<file path="src/hw/rtl/pseb_pkg.sv">
// Package for the plane slice edge bounds block: widths, word types,
// controller state codes and the command/status structs.
// No dependencies.
`timescale 1ns / 1ps

package pseb_pkg;

  localparam int COORD_W   = 32;
  localparam int NUM_W     = 2 * COORD_W + 1;   // x1*z2 - z1*x2, exact
  localparam int DEN_W     = COORD_W + 1;       // z2 - z1 and its magnitude
  localparam int CNT_W     = $clog2(COORD_W);
  localparam int MUL_STEPS = 4;
  localparam int MUL_SEL_W = $clog2(MUL_STEPS);

  typedef logic signed [COORD_W-1:0] coord_t;

  localparam coord_t COORD_MAX = {1'b0, {(COORD_W-1){1'b1}}};
  localparam coord_t COORD_MIN = {1'b1, {(COORD_W-1){1'b0}}};

  // multiplier pass order
  localparam logic [MUL_SEL_W-1:0] MUL_XA = 2'd0;  // x1*z2
  localparam logic [MUL_SEL_W-1:0] MUL_XB = 2'd1;  // z1*x2
  localparam logic [MUL_SEL_W-1:0] MUL_YA = 2'd2;  // y1*z2
  localparam logic [MUL_SEL_W-1:0] MUL_YB = 2'd3;  // z1*y2

  typedef enum logic [4:0] {
    ST_IDLE = 5'b00001,
    ST_MUL  = 5'b00010,
    ST_PREP = 5'b00100,
    ST_DIV  = 5'b01000,
    ST_UPD  = 5'b10000
  } state_t;

  typedef struct packed {
    logic                 load;
    logic                 mul_en;
    logic [MUL_SEL_W-1:0] mul_step;
    logic                 prep;
    logic                 div_en;
    logic                 upd;
  } cmd_t;

  typedef struct packed {
    logic crossing;
    logic last;
    logic out_busy;
  } sts_t;

endpackage

</file>
<file path="src/hw/rtl/pseb_ctrl.sv">
// Controller of the plane slice edge bounds block: one-hot sequencer for
// multiply passes, divider steps and the bounds update. Depends on pseb_pkg.
`timescale 1ns / 1ps

module pseb_ctrl import pseb_pkg::*; (
  input  logic clk,
  input  logic rst_n,
  input  logic in_valid,
  output logic in_ready,
  output cmd_t cmd,
  input  sts_t sts
);

  state_t            state_r, state_nxt;
  logic [CNT_W-1:0]  cnt_r, cnt_nxt;

  assign in_ready = (state_r == ST_IDLE);

  always_comb begin
    state_nxt    = state_r;
    cnt_nxt      = cnt_r;
    cmd          = '0;
    cmd.load     = in_valid && in_ready;
    cmd.mul_step = cnt_r[MUL_SEL_W-1:0];
    case (state_r)
      ST_IDLE: begin
        if (in_valid) begin
          state_nxt = ST_MUL;
          cnt_nxt   = '0;
        end
      end
      ST_MUL: begin
        if (!sts.crossing) begin
          state_nxt = ST_UPD;     // no crossing: nothing to compute
        end else begin
          cmd.mul_en = 1'b1;
          if (cnt_r == CNT_W'(MUL_STEPS - 1)) begin
            state_nxt = ST_PREP;
            cnt_nxt   = '0;
          end else begin
            cnt_nxt = cnt_r + 1'b1;
          end
        end
      end
      ST_PREP: begin
        cmd.prep  = 1'b1;
        state_nxt = ST_DIV;
        cnt_nxt   = '0;
      end
      ST_DIV: begin
        cmd.div_en = 1'b1;
        if (cnt_r == CNT_W'(COORD_W - 1)) begin
          state_nxt = ST_UPD;
        end else begin
          cnt_nxt = cnt_r + 1'b1;
        end
      end
      ST_UPD: begin
        // a final edge waits until the result register is free
        if (!(sts.last && sts.out_busy)) begin
          cmd.upd   = 1'b1;
          state_nxt = ST_IDLE;
        end
      end
      default: begin
        state_nxt = ST_IDLE;
      end
    endcase
  end

  always_ff @(posedge clk) begin
    if (!rst_n) begin
      state_r <= ST_IDLE;
      cnt_r   <= '0;
    end else begin
      state_r <= state_nxt;
      cnt_r   <= cnt_nxt;
    end
  end

endmodule

</file>
<file path="config.mk">
export PLATFORM = sky130hd
export DESIGN_NAME = pseb_ctrl
export DESIGN_NICKNAME = d
export VERILOG_FILES = /design/src/hw/rtl/pseb_pkg.sv /design/src/hw/rtl/pseb_ctrl.sv
export SDC_FILE = /design/constraint.sdc
export NUM_CORES = 1
export LEC_CHECK = 0
export BUFFER_PORTS_ARGS = -buffer_cell sky130_fd_sc_hd__buf_2
export CAP_MARGIN = 20
export CORE_MARGIN = 1
export CORE_UTILIZATION = 28
export CTS_BUF_LIST = sky130_fd_sc_hd__clkbuf_16
export CTS_CLUSTER_DIAMETER = 200
export DETAILED_ROUTE_END_ITERATION = 7
export MAX_ROUTING_LAYER = met4
export PLACE_DENSITY = 0.5
export SYNTH_ARGS = -nofsm -noshare
export SYNTH_HDL_FRONTEND = slang
export SYNTH_SLANG_ARGS = --single-unit
</file>
<file path="constraint.sdc">
create_clock -name clk -period 1.9 [get_ports clk]
set_input_delay 0.095 -clock clk [delete_from_list [all_inputs] [get_ports clk]]
set_output_delay 0.095 -clock clk [all_outputs]
set_load 0.02 [all_outputs]
</file>
==> flow_metrics.py <==
metrics = {
    "outcome": {
        "status": "finished, final reports clean",
    },
    "placement": {
        "placed_cell_area_sq_um": 812,
        "hpwl_mm": 1.36,
        "gp_congestion": 0.860,
        "portBuffers": 13,
    },
    "synth": {
        "seq_area_frac_synth_pct": 29.7,
        "synthAdderAreaFrac_pct": 3.71,
        "yosysWarningCount": 0,
        "synthSimpleGateAreaFrac_pct": 41.4,
        "synth.area.mux_share_pct": 0,
        "synth_compound_area_share_pct": 20.8,
        "postSynthAreaPerCell_sq_um": 8.65,
        "synth_top_family_by_area": "simple AND/OR/NAND/NOR gates",
        "synth-xor-area-share_pct": 0,
        "synth_cells": 78,
        "ys_ff_latch": 10,
        "syn_nets": 86,
        "ys_types": 34,
        "syn_area_sq_um": 674,
    },
    "clock_network": {
        "cts_hold_buf": 0,
        "cts_tree": "done",
        "clock-sinks": 10,
        "cts.path.max_buffers": 2,
        "clk_latency_ns": 0.24,
        "cts_buffers": 3,
        "htreeDepth": 1,
        "clk_pin_slew_ns": 0.04,
        "cts_root_buffer": "clkbuf_16",
    },
    "setup_path": {
        "crit_arrival_ns": 2.01,
        "r2r_slack_ns": 0.06,
        "criticalPathCategory": "reg -> reg",
        "start_kind": "flip-flop",
        "r2r_cells": 7,
        "r2r-start": "cnt_r[1]$_SDFFE_PN0P_",
        "r2r_end": "cnt_r[0]$_SDFFE_PN0P_",
        "cp-end-kind": "flip-flop",
        "cp_data_required_time_ns": 2.07,
        "crit_path_max_fanout": 4,
        "crit_start": "cnt_r[1]$_SDFFE_PN0P_",
    },
    "drt": {
        "met1_length_microns": 840,
        "wl_met3_microns": 60,
        "vias_per_cell": 5.32,
        "drc_errors": 0,
        "ant_nets": 0,
        "wirelength_mm": 1.84,
        "detail_route.wl_per_cell_microns": 14.2,
        "dr_wl_met2_microns": 894,
        "via_count": 686,
        "highest_layer": "met4",
        "drt_iter0_markers": 8,
        "firstDrtPassIters": 3,
    },
    "final_layout": {
        "final_area_sq_um": 938,
        "fillers": 237,
        "multi_input_area_sq_um": 480,
        "final_common_cell": "buf_2",
        "regArea_sq_um": 204,
        "final_cell_mix": "13 x buf_2, 8 x buf_4, 7 x dfxtp_1, 5 x nand2_1, 5 x a21oi_1",
        "drive_gt1_share_pct": 43.6,
        "syn_to_final_growth_pct": 39.1,
        "antenna_cells": 0,
        "final_nets": 110,
    },
    "worst_hold_path": {
        "min_delay_path_depth": 2,
        "whs_endpoint": "state_r[0]$_SDFFE_PN1P_",
        "hp-class": "in -> reg",
        "min-delay-start": "rst_n",
    },
    "global_route": {
        "grt_pass1_vias": 657,
        "grt-ovfl-total": 0,
        "grt_util_all_layers_pct": 16.4,
        "grt_pass1_wl_mm": 3.00,
        "grt_max_degree": 8,
        "antenna_found_initial": 0,
    },
    "flow_run": {
        "cap_violations": 0,
    },
    "pwr": {
        "p_int_w": 0.000817,
        "p_seq_share_pct": 22.3,
        "ir_worst_vdd_uv": 587,
        "pwr-share-clk_pct": 28.5,
        "p_leak_nw": 0.409,
        "p_per_area_nw_per_um2": 1430,
        "switching_share_pct": 39.2,
        "power_frac_comb_pct": 49.1,
        "power_switching_w": 0.000527,
    },
    "floorplan": {
        "die-area_sq_um": 2610,
        "die_y_microns": 51.1,
        "die-width_microns": 51.1,
        "start_util_pct": 30.2,
        "io_pins": 14,
        "core_sq_um": 2230,
        "rows": 17,
    },
    "sta": {
        "setup_viol": 0,
        "final_max_slew_viol_count": 0,
        "tightestPinTransition_ns": 0.391,
        "layout_min_cycle_time_ns": 1.84,
        "finalSetupTns_ns": 0,
        "finalHoldViolations": 0,
        "rsz0062_at_grt": "false",
        "timing.fmax_ghz": 0.544,
        "skew_ns": 0.00139,
        "slew-limit-headroom_pct": 73.7,
        "period_share_pct": 96.7,
    },
}
-- state kept, by name (all words and copies together), names as in the netlist --
register  cells
state_r       5
cnt_r         5
-- kinds of logic (layout without fill, tap and decap cells) --
family,count (synthesis),after routing
and+or+nand+nor,42,42
AOI/OAI and AO/OA,18,18
DFF,10,10
buffers and inverters,6,29
adders and majority gates,2,2
-- per-stage QoR --
step	hold WS, ns	utilization [%]	cells	worst slack (ns)	total power (W)
6_report	0.0977	42.0	129	0.0632	0.00134
5_1_grt	0.112	42.0	129	0.00498	0.00144
4_1_cts	0.0972	40.3	128	0.00633	0.00132
3_5_place_dp	0.339	36.4	124	-0.0664	0.000924
3_3_place_gp	0.337	36.4	124	-0.00766	0.000923
2_1_floorplan	0.167	-	78	0.0608	0.000736
-- synthesized netlist by cell type (all sizes together) --
master,instances,area share [%]
a21oi,6,4.5
and2,1,1.1
dfxtp,10,30
a31o,1,1.3
nand2b,2,1.9
and3,3,3.2
nand4,2,1.9
nand4b,2,2.6
and2b,2,2.6
or4,1,1.1
nor3,5,3.7
or3,3,4.3
or2b,1,1.1
nand3b,2,2.2
or4b,1,2.0
nor2,3,1.7
o211ai,1,1.1
ha,2,3.7
a32oi,1,2.4
o21ai,4,3.0
nand2,5,2.8
nand3,6,4.5
inv,4,2.2
nor2b,1,0.93
o311a,1,1.5
buf,2,2.2
a32o,2,3.0
nor3b,2,3.9
a31oi,2,4.1
-- worst max-delay path, stage by stage, from the launching register on --
cell     delay, ns
dfxtp_2       0.32
ha_2          0.18
and3_2        0.21
ha_1          0.21
nand3_2       0.10
nand3_2       0.12
or4_4         0.50
a21oi_2       0.13
-- routing by layer --
layer	vias up	global-route usage [%]
met5	-	-
met4	0	8.33
met3	5	3.57
met2	13	26.5
met1	323	18.9
li1	345	-
-- area by class of cell --
cell class,instances,share of cell area (%)
multi-input cells,62,51.2
flip-flops and latches,10,21.7
repair buffers,21,13.3
clock buffers,3,8.00
well taps,28,3.73
inverters,4,1.60
clock inverters,1,0.400
-- worst max-delay path by stage --
stage and end:
6_report cnt_r[0]$_SDFFE_PN0P_, 3_3_place_gp cnt_r[0]$_SDFFE_PN0P_, 2_1_floorplan cnt_r[3]$_SDFFE_PN0P_, 4_1_cts cnt_r[0]$_SDFFE_PN0P_, 5_1_grt cnt_r[3]$_SDFFE_PN0P_, 3_5_place_dp cnt_r[0]$_SDFFE_PN0P_
-- power by group through the flow --
stage,sequential (W),combinational (W),clock (W)
final,0.000300,0.000661,0.000384
after global routing,0.000305,0.000734,0.000403
after CTS,0.000296,0.000635,0.000390
after detailed placement,0.000300,0.000625,0
after global placement,0.000300,0.000622,0
after floorplan,0.000289,0.000447,0
-- timing repair --
action,4_1_cts,5_1_grt
pin swaps,1,2
endpoints found under the setup margin,1,3
gates resized for setup,2,8
setup buffers,0,1
(Power assumes the default switching activity.)
